### config.mk
export PLATFORM = sky130hd
export DESIGN_NAME = log_record_framer
export DESIGN_NICKNAME = d
export VERILOG_FILES = /design/src/hw/rtl/lrf_pkg.sv /design/src/hw/rtl/log_record_framer.sv
export VERILOG_INCLUDE_DIRS = /design/src /design/src/hw/rtl
export SDC_FILE = /design/constraint.sdc
export NUM_CORES = 1
export LEC_CHECK = 0
export BUFFER_PORTS_ARGS = -buffer_cell sky130_fd_sc_hd__buf_4
export CAP_MARGIN = 0
export CORE_AREA = 2 2 116 118
export DETAILED_ROUTE_END_ITERATION = 10
export DIE_AREA = 0 0 118 120
export GPL_ROUTABILITY_DRIVEN = 0
export GPL_TIMING_DRIVEN = 0
export PLACE_DENSITY = 0.75
export SLEW_MARGIN = 15
export SYNTH_ARGS = -nofsm -noshare
export SYNTH_HDL_FRONTEND = slang
export SYNTH_SLANG_ARGS = --single-unit
### constraint.sdc
create_clock -name clk -period 8.3 [get_ports clk]
set_input_delay 0.83 -clock clk [delete_from_list [all_inputs] [get_ports clk]]
set_output_delay 0.83 -clock clk [all_outputs]
set_load 0.02 [all_outputs]
### src/hw/rtl/assert_macros.svh
// Assertion helpers for the RTL files; log_record_framer.sv includes them.
`ifndef ASSERT_MACROS_SVH
`define ASSERT_MACROS_SVH

// Same-cycle implication, checked on every rising clock edge out of reset.
`define ASSERT_IMPL(label, clk, rst_n, ante, cons) \
    label: assert property (@(posedge clk) disable iff (!rst_n) (ante) |-> (cons)) \
        else $error("assertion failed");

// Next-cycle implication, checked on every rising clock edge out of reset.
`define ASSERT_NEXT(label, clk, rst_n, ante, cons) \
    label: assert property (@(posedge clk) disable iff (!rst_n) (ante) |=> (cons)) \
        else $error("assertion failed");

`endif

### src/hw/rtl/lrf_pkg.sv
`timescale 1ns / 1ps
`default_nettype none

package lrf_pkg;

    // Record length and brace depth counter width
    localparam int LENGTH_BITS = 16;
    localparam logic [LENGTH_BITS-1:0] CNT_MAX = {LENGTH_BITS{1'b1}};

    // Configuration register indexes
    localparam logic [1:0] REG_FORMAT_MODE  = 2'd0;
    localparam logic [1:0] REG_STRICT_MODE  = 2'd1;
    localparam logic [1:0] REG_BUFFER_LIMIT = 2'd2;
    localparam logic [1:0] REG_SEND_LIMIT   = 2'd3;

    // Format modes
    localparam logic [1:0] FMT_PLAIN  = 2'd0;
    localparam logic [1:0] FMT_FILTER = 2'd1;
    localparam logic [1:0] FMT_JSON   = 2'd2;

    // Request kinds
    localparam logic REQ_DATA = 1'b0;
    localparam logic REQ_EOI  = 1'b1;

    // Characters of interest
    localparam logic [7:0] CH_LBRACE = 8'h7B;
    localparam logic [7:0] CH_RBRACE = 8'h7D;
    localparam logic [7:0] CH_NL     = 8'h0A;
    localparam logic [7:0] CH_TAB    = 8'h09;
    localparam logic [7:0] CH_SPACE  = 8'h20;
    localparam logic [7:0] CH_DEL    = 8'h7F;

    typedef enum logic [1:0] {
        PH_HUNT = 2'd0,
        PH_REC  = 2'd1,
        PH_HALT = 2'd2
    } phase_t;

    typedef enum logic [2:0] {
        ST_OK        = 3'd0,
        ST_BAD_BYTE  = 3'd1,
        ST_OVERFLOW  = 3'd2,
        ST_EOI_DROP  = 3'd3,
        ST_HALT      = 3'd4
    } status_t;

    typedef struct packed {
        status_t    status;
        logic       last;
        logic       valid;
        logic [7:0] out_byte;
    } result_t;

    // Saturating increment
    function automatic logic [LENGTH_BITS-1:0] sat_inc(input logic [LENGTH_BITS-1:0] x);
        sat_inc = (x == CNT_MAX) ? x : x + LENGTH_BITS'(1);
    endfunction

endpackage

`default_nettype wire

### src/hw/rtl/log_record_framer.sv
// A result appears on the master side in the cycle after its input transfer
// when the output register is free or being read in that cycle.
// Throughput: one byte per cycle; a skid entry behind the output register takes one
// more transfer while a result waits for m_tready, then s_tready drops until it drains.
// Reset (rst_n, async, active low): hunting for a record, counters zero,
// output stage empty, registers at format 0, strict 0, both limits 65535.
`timescale 1ns / 1ps
`default_nettype none
`include "assert_macros.svh"

module log_record_framer (
    input  wire logic        clk,
    input  wire logic        rst_n,
    // configuration write port
    input  wire logic        cfg_we,
    input  wire logic [1:0]  cfg_index,
    input  wire logic [15:0] cfg_wdata,
    // input stream
    input  wire logic        s_tvalid,
    output logic             s_tready,
    input  wire logic [7:0]  s_tdata,   // [7:0] data_byte
    input  wire logic        s_tuser,   // [0] req_type
    // output stream
    output logic             m_tvalid,
    input  wire logic        m_tready,
    output logic [7:0]       m_tdata,   // [7:0] out_byte
    output logic             m_tlast,   // record_last
    output logic [3:0]       m_tuser    // [0] byte_valid, [3:1] status
);
    import lrf_pkg::*;

    logic [1:0]             format_mode_reg;
    logic                   strict_mode_reg;
    logic [15:0]            buffer_limit_reg;
    logic [15:0]            send_limit_reg;

    phase_t                 phase_reg, phase_next;
    logic [LENGTH_BITS-1:0] depth_reg, depth_next;
    logic [LENGTH_BITS-1:0] length_reg, length_next;

    logic                   out_valid_reg, skid_valid_reg;
    result_t                out_reg, skid_reg;

    logic                   accept, push;
    result_t                res;
    logic [7:0]             b;
    logic                   idx_valid, full, allowed, plain_last, json_over;
    logic [LENGTH_BITS-1:0] len_bump, depth_upd;
    logic [15:0]            split;

    // Configuration registers
    always_ff @(posedge clk or negedge rst_n)
    begin
        if (!rst_n)
        begin
            format_mode_reg  <= FMT_PLAIN;
            strict_mode_reg  <= 1'b0;
            buffer_limit_reg <= 16'hFFFF;
            send_limit_reg   <= 16'hFFFF;
        end
        else if (cfg_we)
        begin
            case (cfg_index)
                REG_FORMAT_MODE:  format_mode_reg  <= cfg_wdata[1:0];
                REG_STRICT_MODE:  strict_mode_reg  <= cfg_wdata[0];
                REG_BUFFER_LIMIT: buffer_limit_reg <= cfg_wdata;
                REG_SEND_LIMIT:   send_limit_reg   <= cfg_wdata;
                default:          ;
            endcase
        end
    end

    assign s_tready = !skid_valid_reg;
    assign accept   = s_tvalid && s_tready;
    assign b        = s_tdata;

    // Shared per-byte decisions
    assign idx_valid  = length_reg < send_limit_reg;
    assign len_bump   = sat_inc(length_reg);
    assign full       = length_reg >= buffer_limit_reg;
    assign json_over  = len_bump >= buffer_limit_reg;
    assign split      = (buffer_limit_reg > 16'd1) ? buffer_limit_reg - 16'd1 : 16'd1;
    assign plain_last = (b == CH_NL) || (len_bump >= split);
    assign depth_upd  = (b == CH_LBRACE) ? sat_inc(depth_reg) :
                        ((b == CH_RBRACE) && (depth_reg != '0)) ?
                        depth_reg - LENGTH_BITS'(1) : depth_reg;

    always_comb
    begin
        allowed = (b inside {[CH_SPACE:CH_DEL], CH_TAB});
    end

    // Next state
    always_comb
    begin
        phase_next  = phase_reg;
        depth_next  = depth_reg;
        length_next = length_reg;
        if (accept)
        begin
            if (s_tuser == REQ_EOI)
            begin
                phase_next  = PH_HUNT;
                depth_next  = '0;
                length_next = '0;
            end
            else if (phase_reg != PH_HALT)
            begin
                case (format_mode_reg)
                    FMT_PLAIN:
                    begin
                        if (plain_last)
                        begin
                            phase_next  = PH_HUNT;
                            depth_next  = '0;
                            length_next = '0;
                        end
                        else
                        begin
                            phase_next  = PH_REC;
                            length_next = len_bump;
                        end
                    end
                    FMT_FILTER:
                    begin
                        if (full || (!allowed && b != CH_NL && strict_mode_reg))
                        begin
                            phase_next  = PH_HALT;
                            depth_next  = '0;
                            length_next = '0;
                        end
                        else if (b == CH_NL)
                        begin
                            phase_next  = PH_HUNT;
                            depth_next  = '0;
                            length_next = '0;
                        end
                        else if (allowed)
                        begin
                            phase_next  = PH_REC;
                            length_next = len_bump;
                        end
                    end
                    FMT_JSON:
                    begin
                        if (phase_reg == PH_HUNT)
                        begin
                            if (b == CH_LBRACE)
                            begin
                                phase_next  = PH_REC;
                                depth_next  = LENGTH_BITS'(1);
                                length_next = LENGTH_BITS'(1);
                            end
                        end
                        else if (json_over)
                        begin
                            phase_next  = PH_HALT;
                            depth_next  = '0;
                            length_next = '0;
                        end
                        else if (depth_upd == '0)
                        begin
                            phase_next  = PH_HUNT;
                            depth_next  = '0;
                            length_next = '0;
                        end
                        else
                        begin
                            depth_next  = depth_upd;
                            length_next = len_bump;
                        end
                    end
                    default: ;
                endcase
            end
        end
    end

    // Result for the byte being transferred
    always_comb
    begin
        push         = 1'b0;
        res.out_byte = b;
        res.valid    = idx_valid;
        res.last     = 1'b0;
        res.status   = ST_OK;
        if (s_tuser == REQ_EOI)
        begin
            res.out_byte = 8'h00;
            res.valid    = 1'b0;
            push         = accept && (phase_reg == PH_REC);
            if (format_mode_reg == FMT_PLAIN)
                res.last = 1'b1;
            else
                res.status = ST_EOI_DROP;
        end
        else if (phase_reg != PH_HALT)
        begin
            case (format_mode_reg)
                FMT_PLAIN:
                begin
                    push     = accept;
                    res.last = plain_last;
                end
                FMT_FILTER:
                begin
                    push = accept;
                    if (full)
                    begin
                        res.valid  = 1'b0;
                        res.status = ST_OVERFLOW;
                    end
                    else if (b == CH_NL)
                        res.last = 1'b1;
                    else if (!allowed)
                    begin
                        res.valid  = 1'b0;
                        res.status = strict_mode_reg ? ST_HALT : ST_BAD_BYTE;
                    end
                end
                FMT_JSON:
                begin
                    if (phase_reg == PH_HUNT)
                        push = accept && (b == CH_LBRACE);
                    else
                    begin
                        push = accept;
                        if (json_over)
                        begin
                            res.valid  = 1'b0;
                            res.status = ST_OVERFLOW;
                        end
                        else
                            res.last = (depth_upd == '0);
                    end
                end
                default: ;
            endcase
        end
    end

    // Framing state
    always_ff @(posedge clk or negedge rst_n)
    begin
        if (!rst_n)
        begin
            phase_reg  <= PH_HUNT;
            depth_reg  <= '0;
            length_reg <= '0;
        end
        else
        begin
            phase_reg  <= phase_next;
            depth_reg  <= depth_next;
            length_reg <= length_next;
        end
    end

    // Output register and skid entry: valid flags
    always_ff @(posedge clk or negedge rst_n)
    begin
        if (!rst_n)
        begin
            out_valid_reg  <= 1'b0;
            skid_valid_reg <= 1'b0;
        end
        else if (!out_valid_reg || m_tready)
        begin
            out_valid_reg  <= skid_valid_reg || push;
            skid_valid_reg <= 1'b0;
        end
        else if (push)
            skid_valid_reg <= 1'b1;
    end

    // Output register and skid entry: payload
    always_ff @(posedge clk)
    begin
        if (!out_valid_reg || m_tready)
            out_reg <= skid_valid_reg ? skid_reg : res;
        else if (push)
            skid_reg <= res;
    end

    assign m_tvalid = out_valid_reg;
    assign m_tdata  = out_reg.out_byte;
    assign m_tlast  = out_reg.last;
    assign m_tuser  = {out_reg.status, out_reg.valid};

    // Checks
    `ASSERT_IMPL(a_skid_behind_out, clk, rst_n, skid_valid_reg, out_valid_reg)
    `ASSERT_IMPL(a_halt_silent, clk, rst_n,
        accept && (s_tuser == REQ_DATA) && (phase_reg == PH_HALT), !push)
    `ASSERT_NEXT(a_eoi_clears, clk, rst_n, accept && (s_tuser == REQ_EOI),
        (phase_reg == PH_HUNT) && (length_reg == '0) && (depth_reg == '0))
    `ASSERT_IMPL(a_depth_in_record, clk, rst_n, depth_reg != '0, phase_reg == PH_REC)

endmodule

`default_nettype wire
After elaboration in Yosys (flattened, before gate mapping)
Cells that the tools add are included.
{"block": "totals", "regBits": 97, "input_bits": 32, "word_cells": 144}
{"block": "op_classes", "n_addsub": 4, "order_cmp": 7, "n_eq_ne": 19, "n_mux": 64, "bitwise": 1, "reduce_logical": 32}
{"cell": "2-to-1 mux 16 bit", "count": 23}
{"cell": "one-hot mux 16 bit (3 select lines)", "count": 2}
{"cell": "greater-or-equal comparator 16 bit", "count": 3}
{"cell": "adder 16 x 1 -> 16 bit (second input constant)", "count": 2}
{"cell": "== test 16 bit (second input constant)", "count": 2}
{"cell": "subtractor 16 x 1 -> 16 bit (second input constant)", "count": 2}
{"cell": "2-to-1 mux 2 bit", "count": 11}
{"cell": "== test 8 x 4 -> 1 bit (second input constant)", "count": 2}
{"cell": "== test 8 x 7 -> 1 bit (second input constant)", "count": 2}
{"cell": "greater-than comparator 16 x 1 -> 1 bit (second input constant)", "count": 1}
{"cell": "zero test 16 bit", "count": 1}
{"cell": "less-than comparator 16 bit", "count": 1}
{"cell": "nonzero test 16 bit", "count": 1}
{"cell": "2-to-1 mux 5 bit", "count": 3}
{"cell": "2-to-1 mux 1 bit", "count": 14}
{"cell": "2-to-1 mux 13 bit", "count": 1}
{"cell": "2-to-1 mux 3 bit", "count": 4}
{"cell": "AND reduction 6 bit", "count": 2}
{"cell": "inequality test 5 bit (second input constant)", "count": 2}
{"cell": "AND reduction 2 bit", "count": 5}
{"cell": "greater-or-equal comparator 8 x 6 -> 1 bit (second input constant)", "count": 1}
{"cell": "<= comparator 8 x 7 -> 1 bit (second input constant)", "count": 1}
{"cell": "2-to-1 mux 8 bit", "count": 1}
{"cell": "inequality test 4 bit (second input constant)", "count": 2}
{"cell": "other kinds (18)", "count": 38}

Longest topological paths before layout
{"block": "depth", "depth_word": 11, "mapped_depth": 19, "ltp_nobuf": 17}

Worst setup path after synthesis
OpenSTA, ideal clock, no wires.
{"block": "synth_path", "kind": "register to register", "startpoint": "register length_reg[4]", "endpoint": "register depth_reg[1]", "arrival_time_ns": 4.650, "required_time_ns": 8.234, "setup_slack_ns": 3.584, "stages_incl_launch_ff": 20, "path_cell_list": "dfrtp_1 > clkbuf_1 > and3_1 > nand3_1 > or4_1 > nand2b_1 > inv_1 > nand3_1 > xnor2_1 > ha_1 > a21o_1 > a211oi_1 > o21ai_0 > a211oi_1 > o21ai_0 > or3_1 > clkbuf_1 > a2111oi_1 > and2_1 > a22o_1"}
{"block": "synth_between", "elab_chain_cells": 8, "elab_cells_between_ends": 17, "classes_between": "add/sub: 1; order compare: 3; eq/ne: 3; mux: 7; reduce/logical: 3"}
{"element": "start: declaration", "line": "log_record_framer.sv:39", "text": "logic [LENGTH_BITS-1:0] length_reg, length_next;"}
{"element": "start signal: assignment", "line": "log_record_framer.sv:255", "text": "length_reg <= length_next;"}
{"element": "adder 16 x 1 -> 16 bit or == test 16 bit (tied branches)", "line": "lrf_pkg.sv:56", "text": "sat_inc = (x == CNT_MAX) ? x : x + LENGTH_BITS'(1);"}
{"element": "2-to-1 mux 16 bit", "line": "lrf_pkg.sv:56"}
{"element": "greater-or-equal comparator 16 bit", "line": "log_record_framer.sv:81", "text": "assign json_over = len_bump >= buffer_limit_reg;"}
{"element": "2-to-1 mux 16 bit", "line": "log_record_framer.sv:155", "text": "else if (json_over)"}
{"element": "2-to-1 mux 16 bit", "line": "log_record_framer.sv:146", "text": "if (phase_reg == PH_HUNT)"}
{"element": "one-hot mux 16 bit (3 select lines)", "line": "log_record_framer.sv:109", "text": "case (format_mode_reg)"}
{"element": "2-to-1 mux 16 bit", "line": "log_record_framer.sv:107", "text": "else if (phase_reg != PH_HALT)"}
{"element": "2-to-1 mux 16 bit", "line": "log_record_framer.sv:101", "text": "if (s_tuser == REQ_EOI)"}
{"element": "end signal: assignment", "line": "log_record_framer.sv:254", "text": "depth_reg <= depth_next;"}
{"element": "end: declaration", "line": "log_record_framer.sv:38", "text": "logic [LENGTH_BITS-1:0] depth_reg, depth_next;"}
Several ways; a longest one is shown, not always the timed one. The select of a mux whose other input is x is not followed.
A chain may end at the register's enable or synchronous reset.

Worst setup path after layout
Ends and elaborated chain as after synthesis.

==> reports/qor.csv <==
metric;value;unit
WL final;19.63;mm
slew at the pin with the worst max-slew slack;1207;ps
critical path class;reg -> reg;
initial antenna violation count;0;
max frequency;169.6;MHz
max cap viols;0;
clk slew on worst S/H paths;80;ps
area of the multi-input gates;4646;µm²
P per Cell Area;183.1;nW/µm²
DR iter-0 viols;763;
Vias/cell;6.393;
worst clock skew;17.00;ps
total power;1550;µW
ys flop type;dfrtp_1;
number of synthesized flops with an enable pin;26;
Initial Util;0.5847;
die area;14160;µm²
post_cts resized;0;
Cell Area, Synth;7590;µm²
Leak;0.003860;µW
Sw Ratio;0.3545;
kind of cell adding the most delay to the critical path;simple AND/OR/NAND/NOR gates;
Post-Place Cells;1046;
routed via count;6789;
DRT Pass-1 Iters;5;
cell chain of the critical path;clkbuf_1 -> and3_1 -> nand3_1 -> or4_1 -> nand2b_1 -> inv_1 -> nand3_1 -> xnor2_1 -> ha_1 -> a21o_1 -> a211oi_1 -> o21ai_0 -> a211oi_1 -> o21ai_0 -> or3_1 -> clkbuf_1 -> a2111oi_2 -> buf_2 -> and2_1 -> a22o_1;
vias in the first global route;6804;
TritonCTS sink count;97;
CP endpoint kind;register;
crit start category;register;
All-Layer GR Usage;0.2863;
commonest non-fill, non-tap cell in the layout;nand2_1;
DIE WIDTH;118;µm
# DRC;0;
setup bufs post-CTS;0;
syn avg cell area;9.211;µm²
layout cell share with drive strength beyond 1;0.1964;
Die Span Y;120;µm
Final setup viols;0;
Clock Power Share;0.279;
RSZ-0062 raised after global routing;no;
clock root buffer;clkbuf_16;
Final #Nets;985;
# rows;42;
Fin. Hold Viols;0;
async set-reset flop share out of synthesis;0.7320;
FF+latch area;2597;µm²
Worst path max stage delay;570;ps
sum of buffers and inverters on the critical path;4;
Tmin final;5897;ps
Net Count, Synth;928;
type of the worst min-delay path;reg -> reg;
critical path's slowest cell;or4_1;
ANT cells;0;
Post-DP Area;8158;µm²
Combinational Power Share;0.312;
hold buffers post-CTS;0;
GR Overflow Total;0;
global-route wire length before repair;32.53;mm
part of the cycle the worst path needs;0.7105;
post-route ant nets;0;
Num CTS Buffers;9;
H-tree depth;3;
post-DP HPWL;14.80;mm
Worst Path Required;8610;ps
sum of negative setup slack;0;ps
Post-Layout Inst Area;8466;µm²
status;finished, final reports clean;
Internal;1001;µW
Area growth, synth to finish;11.54;%
flops & latches, synth;97;
Ports;47;
register area share after synthesis;0.3422;
critical path peak fanout;8;
synth unique cells;78;
Peak VDD IR;122.9;µV
largest net degree at the start of global routing;72;
Final Max Slew Viols;0;
Post-Synthesis Cells;824;
Seq pwr share;0.409;
Core Area;12980;µm²
worst-skew pair later-pin latency;370;ps
WL per Instance;18.49;µm
CP arrival;6210;ps
port bufs;45;
clock buffer depth;2;
final non-filler cell total;1062;
Fin Hold WS;548.7;ps
commonest non-fill, non-tap cells in the layout;nand2_1 (77), ha_1 (72), inv_1 (52);
TritonCTS clock tree;built;
P_sw;549.6;µW
Fillers;1080;
Yosys Warn Count;0;
Slew HR;0.1864;
==> worst paths after layout <==
check	from	to	slack, ps	cells past startpoint
max	length_reg[4]	depth_reg[1]	2400	20
min	skid_reg[9]	m_tlast	550	2
max reg2reg	length_reg[4]	depth_reg[1]	2400	20
min reg2reg	skid_reg[9]	m_tlast	550	2
max in group asynchronous	rst_n	length_reg[3]	7050	1
min in group asynchronous	rst_n	m_tvalid	570	1
==> kinds of logic (layout without fill, tap and decap cells) <==
kind of cell / count (synthesis) / in the layout / synth area share
compound gates: 173 / 173 / 0.1569
buf+inv: 87 / 149 / 0.04632
xor+xnor: 32 / 32 / 0.03693
fa+ha+maj: 72 / 72 / 0.1187
simple gates: 308 / 308 / 0.2181
mux: 55 / 55 / 0.08078
flops: 97 / 97 / 0.3422
==> worst min-delay path: stages (launching register included) <==
cell	delay, ps
edfxtp_1	330
a21oi_1	80
o41ai_2	40
==> power by group through the flow <==
stage | combinational [µW] | clock [µW] | sequential, µW
final | 484 | 432 | 634
after global routing | 536 | 459 | 642
after CTS | 480 | 438 | 634
after detailed placement | 476 | 0 | 642
after global placement | 458 | 0 | 639
after floorplan | 309 | 0 | 652
==> cell usage after synthesis (12+ instances only) <==
| cell | n | area, µm² |
|---|---|---|
| a21oi_1 | 37 | 185.2 |
| edfxtp_1 | 26 | 780.8 |
| nand3_1 | 28 | 140.1 |
| xnor2_1 | 26 | 227.7 |
| o21ai_0 | 38 | 190.2 |
| clkbuf_1 | 20 | 75.07 |
| dfrtp_1 | 39 | 975.9 |
| inv_1 | 52 | 195.2 |
| dfstp_2 | 32 | 840.8 |
| mux2_2 | 49 | 551.8 |
| ha_1 | 72 | 900.9 |
| nor3_1 | 35 | 175.2 |
| nand2_1 | 77 | 289.0 |
| nand4_1 | 20 | 125.1 |
| nor2_1 | 40 | 150.1 |
| nor2b_1 | 18 | 112.6 |
| nand2b_1 | 12 | 75.07 |
| a21o_1 | 16 | 120.1 |
| nor4_1 | 17 | 106.4 |
==> cell type report <==
type                    instances  share of cell area
inverters                      52             0.02306
multi-input cells             640              0.5488
plain buffers                  35             0.01847
clock buffers                   9             0.02660
repair buffers                 46             0.04050
flip-flops and latches         97              0.3068
well taps                     176             0.02601
clock inverters                 7            0.009755
==> metal layers <==
| metal | vias to the layer above | global-route usage | wire, µm | share of wire |
|---|---|---|---|---|
| met2 | 292 | 0.4887 | 9444 | 0.48 |
| li1 | 3187 | - | - | - |
| met3 | 83 | 0.04895 | 1133 | 0.058 |
| met4 | 0 | 0.1657 | 940 | 0.048 |
| met1 | 3227 | 0.3414 | 8114 | 0.41 |
| met5 | - | 0 | 0 | 0 |
==> per-stage QoR <==
stage	utilization	setup WS (ps)
3_5_place_dp	0.6285	2497
3_3_place_gp	0.6277	1825
2_1_floorplan	-	3584
4_1_cts	0.6522	2480
5_1_grt	0.6522	2087
6_report	0.6522	2403
Power figures use the tool's default switching activity.
